[config.mk]
export PLATFORM = sky130hd
export DESIGN_NAME = byte_stuffed_frame_deframer_core
export DESIGN_NICKNAME = d
export VERILOG_FILES = /design/src/rtl/bsfd_pkg.sv /design/src/rtl/bsfd_ram.sv /design/src/rtl/bsfd_crc_unit.sv /design/src/rtl/byte_stuffed_frame_deframer_core.sv
export VERILOG_INCLUDE_DIRS = /design/src /design/src/rtl
export SDC_FILE = /design/constraint.sdc
export NUM_CORES = 1
export LEC_CHECK = 0
export ABC_CLOCK_PERIOD_IN_PS = 11870
export BUFFER_PORTS_ARGS = -buffer_cell sky130_fd_sc_hd__buf_2
export CAP_MARGIN = 25
export CORE_MARGIN = 3
export CORE_UTILIZATION = 45
export CTS_BUF_LIST = sky130_fd_sc_hd__clkbuf_8
export DETAILED_ROUTE_END_ITERATION = 12
export SLEW_MARGIN = 20
export SYNTH_ARGS = -nofsm -noshare
export SYNTH_HDL_FRONTEND = slang
export SYNTH_SLANG_ARGS = --single-unit
[constraint.sdc]
create_clock -name clock -period 11.87 [get_ports clock]
set_input_delay 3.561 -clock clock [delete_from_list [all_inputs] [get_ports clock]]
set_output_delay 3.561 -clock clock [all_outputs]
set_load 0.01 [all_outputs]
[src/rtl/assert_macros.svh]
// Assertion macros shared by the deframer RTL.
// Define ASSERT_OFF to compile the checks out; no other dependencies.
`ifndef ASSERT_MACROS_SVH
`define ASSERT_MACROS_SVH
`ifndef ASSERT_OFF
// Same-cycle implication, disabled while reset is high.
`define ASSERT_IMPLIES(label, clk, rst, lhs, rhs) \
   label: assert property (@(posedge clk) disable iff (rst) (lhs) |-> (rhs)) \
      else $error("assertion failed: lhs implies rhs");
// Next-cycle implication, disabled while reset is high.
`define ASSERT_NEXT(label, clk, rst, lhs, rhs) \
   label: assert property (@(posedge clk) disable iff (rst) (lhs) |=> (rhs)) \
      else $error("assertion failed: lhs implies rhs one cycle later");
`else
`define ASSERT_IMPLIES(label, clk, rst, lhs, rhs)
`define ASSERT_NEXT(label, clk, rst, lhs, rhs)
`endif
`endif

[src/rtl/bsfd_pkg.sv]
// Shared types and constants of the byte-stuffed frame deframer.
// No dependencies; imported by the CRC unit, the deframer core and the bench.
package bsfd_pkg;

   localparam int PAYLOAD_LIMIT_DEF = 32;
   localparam int STORE_BYTES_DEF   = 37;

   localparam logic [7:0]  FLAG_RESET  = 8'h7E;
   localparam logic [7:0]  ESC_RESET   = 8'h7D;
   localparam logic [7:0]  ESC_XOR     = 8'h20;
   localparam logic [15:0] CRC_INIT    = 16'hFFFF;
   localparam logic [15:0] CRC_POLY    = 16'h1021;
   localparam int          MIN_FRAME   = 5;
   localparam int          HDR_BYTES   = 3;
   localparam int          CRC_BYTES   = 2;

   localparam logic CSR_FLAG   = 1'b0;
   localparam logic CSR_ESCAPE = 1'b1;

   typedef enum logic [2:0] {
      KIND_HEADER   = 3'd0,
      KIND_PAYLOAD  = 3'd1,
      KIND_BADLEN   = 3'd2,
      KIND_BADCRC   = 3'd3,
      KIND_OVERFLOW = 3'd4
   } kind_type;

   typedef enum logic [2:0] {
      ST_IDLE,
      ST_CRC,
      ST_CHECK,
      ST_HDR,
      ST_PAY_RD,
      ST_PAY_WR,
      ST_STAT
   } state_type;

   typedef struct packed {
      logic init;
      logic step;
   } crc_ctl_type;

endpackage

[src/rtl/bsfd_ram.sv]
// Generic single-write, single-read RAM with registered read data.
// No dependencies.
module bsfd_ram #(
   parameter int WIDTH = 8,
   parameter int DEPTH = 37
) (
   input  logic                     clock,
   input  logic                     wr_en,
   input  logic [$clog2(DEPTH)-1:0] wr_addr,
   input  logic [WIDTH-1:0]         wr_data,
   input  logic                     rd_en,
   input  logic [$clog2(DEPTH)-1:0] rd_addr,
   output logic [WIDTH-1:0]         rd_data
);

   logic [WIDTH-1:0] mem_ff [DEPTH];
   logic [WIDTH-1:0] rd_data_ff;

   always_ff @(posedge clock) begin
      if (wr_en) begin
         mem_ff[wr_addr] <= wr_data;
      end
      if (rd_en) begin
         rd_data_ff <= mem_ff[rd_addr];
      end
   end

   assign rd_data = rd_data_ff;

endmodule

[src/rtl/bsfd_crc_unit.sv]
// CRC-16 accumulator (poly 0x1021, MSB first) that folds in one byte per step.
// Depends on bsfd_pkg for the polynomial, the initial value and the control struct.
module bsfd_crc_unit (
   input  logic                 clock,
   input  bsfd_pkg::crc_ctl_type ctl,
   input  logic [7:0]           data,
   output logic [15:0]          crc
);
   import bsfd_pkg::*;

   logic [15:0] crc_ff;
   logic [15:0] crc_in;
   logic [15:0] next_crc;

   always_comb begin
      logic [15:0] c;
      c = crc_ff ^ {data, 8'h00};
      for (int b = 0; b < 8; b++) begin
         if (c[15]) begin
            c = {c[14:0], 1'b0} ^ CRC_POLY;
         end else begin
            c = {c[14:0], 1'b0};
         end
      end
      next_crc = c;
   end

   always_comb begin
      crc_in = crc_ff;
      if (ctl.init) begin
         crc_in = CRC_INIT;
      end else if (ctl.step) begin
         crc_in = next_crc;
      end
   end

   always_ff @(posedge clock) begin
      crc_ff <= crc_in;
   end

   assign crc = crc_ff;

endmodule

[src/rtl/byte_stuffed_frame_deframer_core.sv]
// Byte-stuffed frame deframer: unstuffs line bytes, stores a frame, checks it at close.
// An ordinary byte is taken while idle; a bad length or an overflow byte adds a status state.
// A closing flag on a frame of n bytes runs n-2 CRC reads through the frame RAM's read
// port, a CRC check and the header word, then a read and a write state per payload word,
// and a result word that waits on rsp_ready adds its wait; the block takes no input meanwhile.
// Reset clears frame state, flag 0x7E, escape 0x7D, not the RAM. Uses bsfd_pkg/ram/crc_unit.
module byte_stuffed_frame_deframer_core #(
   parameter int PAYLOAD_LIMIT = bsfd_pkg::PAYLOAD_LIMIT_DEF,
   parameter int STORE_BYTES   = bsfd_pkg::STORE_BYTES_DEF
) (
   input  logic       clock,
   input  logic       reset,
   input  logic       req_valid,
   output logic       req_ready,
   input  logic [7:0] req_line_byte,
   output logic       rsp_valid,
   input  logic       rsp_ready,
   output logic [2:0] rsp_kind,
   output logic [3:0] rsp_seq_num,
   output logic [3:0] rsp_ack_num,
   output logic [5:0] rsp_frame_type,
   output logic [1:0] rsp_frame_flags,
   output logic [5:0] rsp_payload_len,
   output logic [7:0] rsp_data_byte,
   output logic       rsp_last,
   input  logic       csr_we,
   input  logic       csr_index,
   input  logic [7:0] csr_wdata
);
   import bsfd_pkg::*;

   `include "assert_macros.svh"

   localparam int ADDR_W = $clog2(STORE_BYTES);
   localparam int CNT_W  = $clog2(STORE_BYTES + 1);

   state_type   state_ff, state_in;
   kind_type    status_kind_ff, status_kind_in;
   logic [7:0]  flag_ff, flag_in;
   logic [7:0]  esc_ff, esc_in;
   logic        in_frame_ff, in_frame_in;
   logic        esc_pend_ff, esc_pend_in;
   logic [CNT_W-1:0] fill_ff, fill_in;
   logic [CNT_W-1:0] close_cnt_ff, close_cnt_in;
   logic [CNT_W-1:0] idx_ff, idx_in;
   logic        rd_vld_ff, rd_vld_in;
   logic [7:0]  hdr0_ff, hdr0_in;
   logic [7:0]  hdr1_ff, hdr1_in;
   logic [7:0]  hdr2_ff, hdr2_in;
   logic [7:0]  prev1_ff, prev1_in;
   logic [7:0]  prev2_ff, prev2_in;

   logic        rsp_valid_ff, rsp_valid_in;
   logic [2:0]  rsp_kind_ff, rsp_kind_in;
   logic [3:0]  rsp_seq_ff, rsp_seq_in;
   logic [3:0]  rsp_ack_ff, rsp_ack_in;
   logic [5:0]  rsp_type_ff, rsp_type_in;
   logic [1:0]  rsp_flags_ff, rsp_flags_in;
   logic [5:0]  rsp_len_ff, rsp_len_in;
   logic [7:0]  rsp_data_ff, rsp_data_in;
   logic        rsp_last_ff, rsp_last_in;

   logic        ram_wr_en;
   logic [ADDR_W-1:0] ram_wr_addr;
   logic [7:0]  ram_wr_data;
   logic        ram_rd_en;
   logic [ADDR_W-1:0] ram_rd_addr;
   logic [7:0]  ram_rd_data;

   crc_ctl_type crc_ctl;
   logic [15:0] crc_val;

   logic        accept;
   logic        slot_free;
   logic        crc_issue;
   logic [CNT_W-1:0] crc_count;
   logic [7:0]  data_byte;
   logic        len_ok;
   logic        rsp_stalled;

   bsfd_ram #(
      .WIDTH (8),
      .DEPTH (STORE_BYTES)
   ) u_frame_ram (
      .clock   (clock),
      .wr_en   (ram_wr_en),
      .wr_addr (ram_wr_addr),
      .wr_data (ram_wr_data),
      .rd_en   (ram_rd_en),
      .rd_addr (ram_rd_addr),
      .rd_data (ram_rd_data)
   );

   bsfd_crc_unit u_crc (
      .clock (clock),
      .ctl   (crc_ctl),
      .data  (ram_rd_data),
      .crc   (crc_val)
   );

   assign req_ready = (state_ff == ST_IDLE);
   assign accept    = req_valid && req_ready;
   assign slot_free = !rsp_valid_ff || rsp_ready;
   assign crc_count = close_cnt_ff - CNT_W'(CRC_BYTES);
   assign crc_issue = (state_ff == ST_CRC) && (idx_ff < crc_count);
   assign data_byte = esc_pend_ff ? (req_line_byte ^ ESC_XOR) : req_line_byte;
   // The length word must be in range and agree with the number of stored words.
   assign len_ok    = (hdr2_ff <= 8'(PAYLOAD_LIMIT)) &&
                      (9'(fill_ff) == ({1'b0, hdr2_ff} + 9'(HDR_BYTES + CRC_BYTES)));
   assign rsp_stalled = rsp_valid_ff && !rsp_ready &&
                        (state_ff == ST_HDR || state_ff == ST_PAY_WR || state_ff == ST_STAT);

   always_comb begin
      state_in       = state_ff;
      status_kind_in = status_kind_ff;
      flag_in        = flag_ff;
      esc_in         = esc_ff;
      in_frame_in    = in_frame_ff;
      esc_pend_in    = esc_pend_ff;
      fill_in        = fill_ff;
      close_cnt_in   = close_cnt_ff;
      idx_in         = idx_ff;
      rd_vld_in      = 1'b0;
      hdr0_in        = hdr0_ff;
      hdr1_in        = hdr1_ff;
      hdr2_in        = hdr2_ff;
      prev1_in       = prev1_ff;
      prev2_in       = prev2_ff;
      rsp_valid_in   = rsp_valid_ff && !rsp_ready;
      rsp_kind_in    = rsp_kind_ff;
      rsp_seq_in     = rsp_seq_ff;
      rsp_ack_in     = rsp_ack_ff;
      rsp_type_in    = rsp_type_ff;
      rsp_flags_in   = rsp_flags_ff;
      rsp_len_in     = rsp_len_ff;
      rsp_data_in    = rsp_data_ff;
      rsp_last_in    = rsp_last_ff;
      ram_wr_en      = 1'b0;
      ram_wr_addr    = fill_ff[ADDR_W-1:0];
      ram_wr_data    = data_byte;
      ram_rd_en      = 1'b0;
      ram_rd_addr    = idx_ff[ADDR_W-1:0];
      crc_ctl.init   = 1'b0;
      crc_ctl.step   = 1'b0;

      if (csr_we) begin
         case (csr_index)
            CSR_FLAG:   flag_in = csr_wdata;
            CSR_ESCAPE: esc_in  = csr_wdata;
            default:    flag_in = flag_ff;
         endcase
      end

      case (state_ff)
         ST_IDLE: begin
            if (accept) begin
               if (req_line_byte == flag_ff) begin
                  if (in_frame_ff && (fill_ff >= CNT_W'(MIN_FRAME))) begin
                     close_cnt_in = fill_ff;
                     idx_in       = '0;
                     crc_ctl.init = 1'b1;
                     if (len_ok) begin
                        state_in = ST_CRC;
                     end else begin
                        status_kind_in = KIND_BADLEN;
                        state_in       = ST_STAT;
                     end
                  end
                  in_frame_in = 1'b1;
                  fill_in     = '0;
                  esc_pend_in = 1'b0;
               end else if (in_frame_ff) begin
                  if (req_line_byte == esc_ff) begin
                     esc_pend_in = 1'b1;
                  end else begin
                     esc_pend_in = 1'b0;
                     if (fill_ff < CNT_W'(STORE_BYTES)) begin
                        ram_wr_en = 1'b1;
                        fill_in   = fill_ff + 1'b1;
                        prev1_in  = data_byte;
                        prev2_in  = prev1_ff;
                        if (fill_ff == CNT_W'(0)) begin
                           hdr0_in = data_byte;
                        end
                        if (fill_ff == CNT_W'(1)) begin
                           hdr1_in = data_byte;
                        end
                        if (fill_ff == CNT_W'(2)) begin
                           hdr2_in = data_byte;
                        end
                     end else begin
                        in_frame_in    = 1'b0;
                        fill_in        = '0;
                        status_kind_in = KIND_OVERFLOW;
                        state_in       = ST_STAT;
                     end
                  end
               end
            end
         end
         ST_CRC: begin
            // Reads run one word ahead of the CRC step because read data is registered.
            if (crc_issue) begin
               ram_rd_en = 1'b1;
               idx_in    = idx_ff + 1'b1;
               rd_vld_in = 1'b1;
            end
            if (rd_vld_ff) begin
               crc_ctl.step = 1'b1;
            end
            if (!crc_issue && !rd_vld_ff) begin
               state_in = ST_CHECK;
            end
         end
         ST_CHECK: begin
            if (crc_val != {prev2_ff, prev1_ff}) begin
               status_kind_in = KIND_BADCRC;
               state_in       = ST_STAT;
            end else begin
               state_in = ST_HDR;
            end
         end
         ST_HDR: begin
            if (slot_free) begin
               rsp_valid_in = 1'b1;
               rsp_kind_in  = KIND_HEADER;
               rsp_seq_in   = hdr0_ff[7:4];
               rsp_ack_in   = hdr0_ff[3:0];
               rsp_type_in  = hdr1_ff[7:2];
               rsp_flags_in = hdr1_ff[1:0];
               rsp_len_in   = hdr2_ff[5:0];
               rsp_data_in  = '0;
               rsp_last_in  = (hdr2_ff == 8'd0);
               idx_in       = CNT_W'(HDR_BYTES);
               state_in     = (hdr2_ff == 8'd0) ? ST_IDLE : ST_PAY_RD;
            end
         end
         ST_PAY_RD: begin
            ram_rd_en = 1'b1;
            state_in  = ST_PAY_WR;
         end
         ST_PAY_WR: begin
            if (slot_free) begin
               rsp_valid_in = 1'b1;
               rsp_kind_in  = KIND_PAYLOAD;
               rsp_seq_in   = '0;
               rsp_ack_in   = '0;
               rsp_type_in  = '0;
               rsp_flags_in = '0;
               rsp_len_in   = '0;
               rsp_data_in  = ram_rd_data;
               // The last payload word sits just ahead of the two CRC words.
               rsp_last_in  = (idx_ff == close_cnt_ff - CNT_W'(CRC_BYTES + 1));
               idx_in       = idx_ff + 1'b1;
               state_in     = rsp_last_in ? ST_IDLE : ST_PAY_RD;
            end
         end
         ST_STAT: begin
            if (slot_free) begin
               rsp_valid_in = 1'b1;
               rsp_kind_in  = status_kind_ff;
               rsp_seq_in   = '0;
               rsp_ack_in   = '0;
               rsp_type_in  = '0;
               rsp_flags_in = '0;
               rsp_len_in   = '0;
               rsp_data_in  = '0;
               rsp_last_in  = 1'b1;
               state_in     = ST_IDLE;
            end
         end
         default: begin
            state_in = ST_IDLE;
         end
      endcase
   end

   always_ff @(posedge clock) begin
      if (reset) begin
         state_ff     <= ST_IDLE;
         flag_ff      <= FLAG_RESET;
         esc_ff       <= ESC_RESET;
         in_frame_ff  <= 1'b0;
         esc_pend_ff  <= 1'b0;
         fill_ff      <= '0;
         rd_vld_ff    <= 1'b0;
         rsp_valid_ff <= 1'b0;
      end else begin
         state_ff     <= state_in;
         flag_ff      <= flag_in;
         esc_ff       <= esc_in;
         in_frame_ff  <= in_frame_in;
         esc_pend_ff  <= esc_pend_in;
         fill_ff      <= fill_in;
         rd_vld_ff    <= rd_vld_in;
         rsp_valid_ff <= rsp_valid_in;
      end
   end

   always_ff @(posedge clock) begin
      status_kind_ff <= status_kind_in;
      close_cnt_ff   <= close_cnt_in;
      idx_ff         <= idx_in;
      hdr0_ff        <= hdr0_in;
      hdr1_ff        <= hdr1_in;
      hdr2_ff        <= hdr2_in;
      prev1_ff       <= prev1_in;
      prev2_ff       <= prev2_in;
      rsp_kind_ff    <= rsp_kind_in;
      rsp_seq_ff     <= rsp_seq_in;
      rsp_ack_ff     <= rsp_ack_in;
      rsp_type_ff    <= rsp_type_in;
      rsp_flags_ff   <= rsp_flags_in;
      rsp_len_ff     <= rsp_len_in;
      rsp_data_ff    <= rsp_data_in;
      rsp_last_ff    <= rsp_last_in;
   end

   assign rsp_valid       = rsp_valid_ff;
   assign rsp_kind        = rsp_kind_ff;
   assign rsp_seq_num     = rsp_seq_ff;
   assign rsp_ack_num     = rsp_ack_ff;
   assign rsp_frame_type  = rsp_type_ff;
   assign rsp_frame_flags = rsp_flags_ff;
   assign rsp_payload_len = rsp_len_ff;
   assign rsp_data_byte   = rsp_data_ff;
   assign rsp_last        = rsp_last_ff;

   `ASSERT_IMPLIES(a_fill_in_range, clock, reset, 1'b1, fill_ff <= CNT_W'(STORE_BYTES))
   `ASSERT_IMPLIES(a_crc_frame_long, clock, reset, state_ff == ST_CRC, close_cnt_ff >= 6'd5)
   `ASSERT_NEXT(a_crc_read_returns, clock, reset, crc_issue, rd_vld_ff && state_ff == ST_CRC)
   `ASSERT_IMPLIES(a_no_load_when_full, clock, reset, rsp_stalled, state_in == state_ff)

endmodule

* Word-level counts from Yosys, hierarchy flattened
Memories as Yosys holds them, arrays and structs flattened. A register that Yosys moved wholly into a read port is not among the register bits. Cells that the tools add are included.
Word-level totals: bits of input ports 22, RAM bits 296, output and inout bits 36, logic and storage cells 210, memories kept 1, register bits 134
Memory list:
- u_frame_ram.mem_ff | depth 37, width 8, read ports 1, clocked after Yosys merged registers in 1, wr ports 1, line bsfd_ram.sv:16 | logic [WIDTH-1:0] mem_ff [DEPTH];
Cells by class: $add $sub $neg 5, magnitude comparators 4, mux-type cells 91, bitwise operators 14, reduce and logical (&&, ||, !) cells 40, eq/ne operators 30
Operator list (count):
- 13-bit two-way mux | 8
- 6-bit two-way mux | 14
- 3-bit two-way mux | 24
- 7-bit AND reduction | 4
- 1-bit two-way mux | 26
- 3-bit inverter | 8
- 6-bit one-hot mux with 2 select lines | 2
- 6-bit one-hot mux with 4 select lines | 1
- 3-bit one-hot mux with 7 select lines | 1
- 8-bit == test | 2
- 8-bit two-way mux | 2
- 16-bit inequality test | 1
- 4-bit one-hot mux with 2 select lines | 2
- 8-bit one-hot mux with 2 select lines | 1
- 16-bit bitwise XOR | 1
- 6-bit by 1-bit adder with 6-bit output (second input constant) | 2
- 4-bit two-way mux | 3
- 2-bit by 1-bit inequality test with 1-bit output (second input constant) | 6
- 2-bit inequality test (second input constant) | 6
- 4-bit AND reduction | 3
- 6-bit by 2-bit subtractor with 6-bit output (second input constant) | 2
- 8-bit by 3-bit adder with 9-bit output (second input constant) | 1
- 3-bit == test (second input constant) | 3
- 6-bit by 9-bit == test with 1-bit output | 1
- 35 further kinds | 60

* Depth between registers and ports, before layout
depth in word-level cells 17, depth in mapped cells 11, gate-level depth less buffers 11

* Hierarchy
Synthesis repeated with hierarchy kept, for this count alone.
Second synthesis, totals: cell total of the unflattened synthesis 1196, area, all modules 18600.3 um2
By module, submodules not included:
- bsfd_ram | sequential area each 9128.8 um2, cells each 653, times used 1, area each 12099.1 um2
- byte_stuffed_frame_deframer_core | sequential area each 3253.1 um2, cells each 463, times used 1, area each 5585.4 um2
- bsfd_crc_unit | sequential area each 320.3 um2, cells each 80, times used 1, area each 915.9 um2

* Least setup slack after synthesis
No wires, ideal clock.
path kind input-to-reg, start in req_line_byte[3], end mem u_frame_ram.mem_ff[32][0], enable pin, buffers on the path 1, slack 4.764 ns, stages on the path 7, data arrival time 6.734 ns, required time 11.498 ns, path through xor2_1 -> nor4_1 -> and2_1 -> clkbuf_1 -> nor4_1 -> nand3_1 -> nor2_1
Between the ends: word-level cells in the longest chain between the ends 8
Ends and longest elaborated chain:
- start, declared | line byte_stuffed_frame_deframer_core.sv:15 | input logic [7:0] req_line_byte,
- 8-bit == test | line byte_stuffed_frame_deframer_core.sv:173 | if (req_line_byte == esc_ff) begin
- 1-bit two-way mux | line byte_stuffed_frame_deframer_core.sv:173
- 1-bit two-way mux | line byte_stuffed_frame_deframer_core.sv:172 | end else if (in_frame_ff) begin
- 1-bit two-way mux * | line byte_stuffed_frame_deframer_core.sv:157 | if (req_line_byte == flag_ff) begin
- 1-bit two-way mux * | line byte_stuffed_frame_deframer_core.sv:156 | if (accept) begin
- 1-bit two-way mux * | line byte_stuffed_frame_deframer_core.sv:154 | case (state_ff)
- 1-bit two-way mux * | line bsfd_ram.sv:20 | if (wr_en) begin
- 1-bit two-way mux (implied by the code) * | line bsfd_ram.sv:21 | mem_ff[wr_addr] <= wr_data;
- end, declared | line bsfd_ram.sv:16
Mark *: on every way between the ends. The rest lies on a longest branch, timed or not.

* Worst setup path after layout
start in req_line_byte[6], end reg idx_ff[5], enable pin
Between the ends: word-level cells in the longest chain between the ends 3
Ends and longest elaborated chain:
- 8-bit == test | line byte_stuffed_frame_deframer_core.sv:157
- 2-bit by 1-bit inequality test with 1-bit output (no source line)
- 7-bit AND reduction (no source line)
- end signal, assigned | line byte_stuffed_frame_deframer_core.sv:303 | idx_ff <= idx_in;
- end, declared | line byte_stuffed_frame_deframer_core.sv:45 | logic [CNT_W-1:0] idx_ff, idx_in;
No other way between the ends. A chain may end at the register's enable or synchronous reset.

==> flow_metrics.env <==
export IMPL_crit_slowest_cell="nand4_1"
export IMPL_yosysSeqAreaShare_pct=70.9
export IMPL_fin_crit_ps=6710
export IMPL_wl_per_cell_um=22.3
export IMPL_netlist_area_leader_share_pct=65.9
export IMPL_grt_max_degree=65
export IMPL_ys_warn_count=0
export IMPL_clock_tree_buffer_depth=3
export IMPL_pin_count=58
export IMPL_fillers=3187
export IMPL_die_height_um=205
export IMPL_drc=0
export IMPL_ff2ff_setup_slack_ps=8220
export IMPL_worstHoldPathType="reg2reg"
export IMPL_worst_path_largest_cell_delay_ps=770
export IMPL_dieArea_sq_mm=0.0422
export IMPL_clock_fmax_mhz=149
export IMPL_syn_avg_cell_area_sq_um=17.0
export IMPL_utilization_pct=51.5
export IMPL_grt_setup_unrepaired="no"
export IMPL_critPathLaunchType="input port"
export IMPL_crit_fanout=43
export IMPL_min_from="prev1_ff[3]"
export IMPL_hold_viol_final=0
export IMPL_synth_edff_count=393
export IMPL_rows=72
export IMPL_critPathRequiredTime_ps=12090
export IMPL_grt_antenna_before_repair=0
export IMPL_relSlewSlack_pct=31.0
export IMPL_dieWidth_um=205
export IMPL_fin_skew_ps=25.9
export IMPL_cts_hold_buf=0
export IMPL_worstSkewPairLatency_ps=610
export IMPL_synth_common_cells="edfxtp_1 (393), mux4_2 (88), nor2_1 (68)"
export IMPL_setup_viol=0
export IMPL_arrival_ps=6920
export IMPL_grt_pass1_wl_um=58600
export IMPL_crit_chain="buf_2 -> xor2_1 -> nor4_1 -> and2_1 -> nand4_1 -> o21ai_0"
export IMPL_synth_largest_area_cell="edfxtp_1"
export IMPL_vias=9542
export IMPL_drive_above_1_share_pct=21.9
export IMPL_syn_to_final_growth_pct=12.2
export IMPL_cts_buffers_inserted=71
export IMPL_end_kind="flop"
export IMPL_ys_ff_latch=438
export IMPL_synthTopCellsByArea="edfxtp_1 (66%), mux4_2 (11%), dfxtp_1 (5.0%), xnor2_1 (3.1%), nor2_1 (1.4%)"
export IMPL_clock_sinks=438
export IMPL_tightest_slew_ps=1040
export IMPL_synth_most_common_cell="edfxtp_1"
export IMPL_grt_usage_pct=18.7
export IMPL_overflow=0
export IMPL_powerDensity_mw_per_mm2=208
export IMPL_core_sq_mm=0.0390
export IMPL_dr_pass1_iters=5
export IMPL_hold_depth=0
export IMPL_ant_nets=0
export IMPL_p_leak_nw=6.61
export IMPL_seq_area_sq_mm=0.0127
export IMPL_worstHoldEndpoint="prev2_ff[3]"
export IMPL_drt_total_wl_um=38400
export IMPL_drv_cap=0
export IMPL_insertedDiodeCount=0
export IMPL_hold_slack_ps=467
export IMPL_synth_ff_type="edfxtp_1"
export IMPL_postCtsResizedCells=0
export IMPL_p_total_mw=4.18
export IMPL_ys_async_sr_fraction_pct=0
export IMPL_synthCells=1055
export IMPL_fin_nets=1188
export IMPL_ys_types=57
export IMPL_dp_hpwl_um=24000
export IMPL_multi_input_area_sq_mm=0.00498
export IMPL_fin_crit_sh_pct=56.5
export IMPL_start_util_pct=45.9
export IMPL_htree_levels=3
export IMPL_rr_startpoint="idx_ff[0]"
export IMPL_cts_tree="built"
export IMPL_timing_rr_end="u_frame_ram.rd_data[5]"
export IMPL_outcome="completed"
export IMPL_peakVddDrop_mv=0.0904
export IMPL_syn_nets=1094
export IMPL_path_clk_slew_ps=60
export IMPL_portBuffers=57
export IMPL_drtIter0Drc=811
export IMPL_post_cts_buffers=0
export IMPL_synth_area_sq_mm=0.0179
export IMPL_ctsRootBufferMaster="clkbuf_8"
export IMPL_fin_setup_tns_ps=0
export IMPL_grt_pass1_vias=9437
export IMPL_worstSetupPathType="in2reg"
export IMPL_gp_congestion=0.817
export IMPL_detail_route_vias_per_cell=5.54
export IMPL_reg2regPathDepth=6
export IMPL_maxSlewViolCount=0
cells by family (layout without fill, tap and decap cells):
| family | after synthesis | after routing | share of synthesized area, % |
|---|---|---|---|
| muxes | 90 | 90 | 11.2 |
| xor gates and xnor gates | 86 | 86 | 4.21 |
| buffers and inverters | 65 | 213 | 1.44 |
| AOI/OAI and AO/OA | 100 | 100 | 3.81 |
| DFF | 438 | 438 | 70.9 |
| and+or+nand+nor | 259 | 259 | 7.25 |
| adders and majority gates | 17 | 17 | 1.19 |
worst max-delay path: cells and delay by family:
family	cells	cell delay, ps
AOI/OAI and AO/OA	1	650
xor gates and xnor gates	1	140
buffers and inverters	1	680
and+or+nand+nor	3	1860
routing by layer:
| metal | GRT usage (%) | up-vias | wire (um) | part of all wire [%] |
|---|---|---|---|---|
| li1 | - | 4298 | - | - |
| met1 | 27.3 | 4855 | 17500 | 46 |
| met2 | 27.6 | 316 | 17300 | 45 |
| met3 | 3.86 | 73 | 2390 | 6.2 |
| met4 | 7.27 | 0 | 1110 | 2.9 |
| met5 | 0 | - | 0 | 0 |
cells in the final DEF, fill, tap and decap left out, types with 2 or more instances in the layout:
cell type and n:
nand3b_1 8, dfxtp_1 45, a21boi_0 2, nor2b_1 5, nor2_1 67, ha_1 17
buf_2 57, clkinv_2 9, nand2_1 63, xor2_1 21, a21oi_1 26, a22oi_1 10
nand4_1 10, nand3_1 25, nor4_1 4, nor4_2 2, inv_1 29, clkbuf_8 78
edfxtp_1 393, nand2b_1 18, mux4_2 88, and3_1 10, a211o_1 7, a211oi_1 2
buf_4 14, or3_1 2, nor3_1 3, clkinv_1 20, and2_1 32, xnor2_1 64
clkinvlp_4 2, o21ai_0 12, o211ai_1 22, a2111oi_0 2, o31ai_1 2, mux2i_1 2
power by group:
part,total (mW),switching [mW],internal [mW]
Combinational,1.05,0.548,0.497
Clock,1.21,0.585,0.627
Sequential,1.92,0.107,1.81
Total,4.18,1.24,2.94
area by class of cell:
class / instances / area share [%]
sequential: 438 / 63.2
clock inverter: 49 / 1.19
timing repair buffer: 72 / 2.00
clock buffer: 78 / 5.34
multi-input combinational: 552 / 24.8
inverter: 14 / 0.261
tap: 518 / 3.22
per-stage QoR:
stage / instances / cell area [sq um] / setup slack [ps]
final: 1721 / 20100 / 5160
after global routing: 1721 / 20100 / 4750
after CTS: 1720 / 20100 / 5030
after detailed placement: 1593 / 18800 / 4390
after global placement: 1593 / 18800 / 4480
after floorplan: 1055 / 17900 / 4760
state kept, by name, summed over array words and instances, names as in the netlist, 8 cells and up:
| name | count |
|---|---|
| u_frame_ram.mem_ff | 296 |
| u_crc.crc | 16 |
| esc_ff | 8 |
| flag_ff | 8 |
| hdr0_ff | 8 |
| hdr1_ff | 8 |
| hdr2_ff | 8 |
| prev1_ff | 8 |
| prev2_ff | 8 |
| rsp_data_byte | 8 |
| u_frame_ram.rd_data | 8 |
how the worst max path moves through the flow:
stage | startpoint | end | slack (ps)
floorplan | req_line_byte[3] | u_frame_ram.mem_ff[32][0] | 4760
global placement | req_line_byte[6] | u_frame_ram.mem_ff[11][0] | 4480
detailed placement | req_line_byte[6] | u_frame_ram.mem_ff[11][7] | 4390
CTS | req_line_byte[6] | u_frame_ram.mem_ff[11][3] | 5030
global route | req_line_byte[6] | idx_ff[3] | 4750
finish | req_line_byte[6] | idx_ff[5] | 5160
Note: power is estimated with default switching activity, not from simulation.
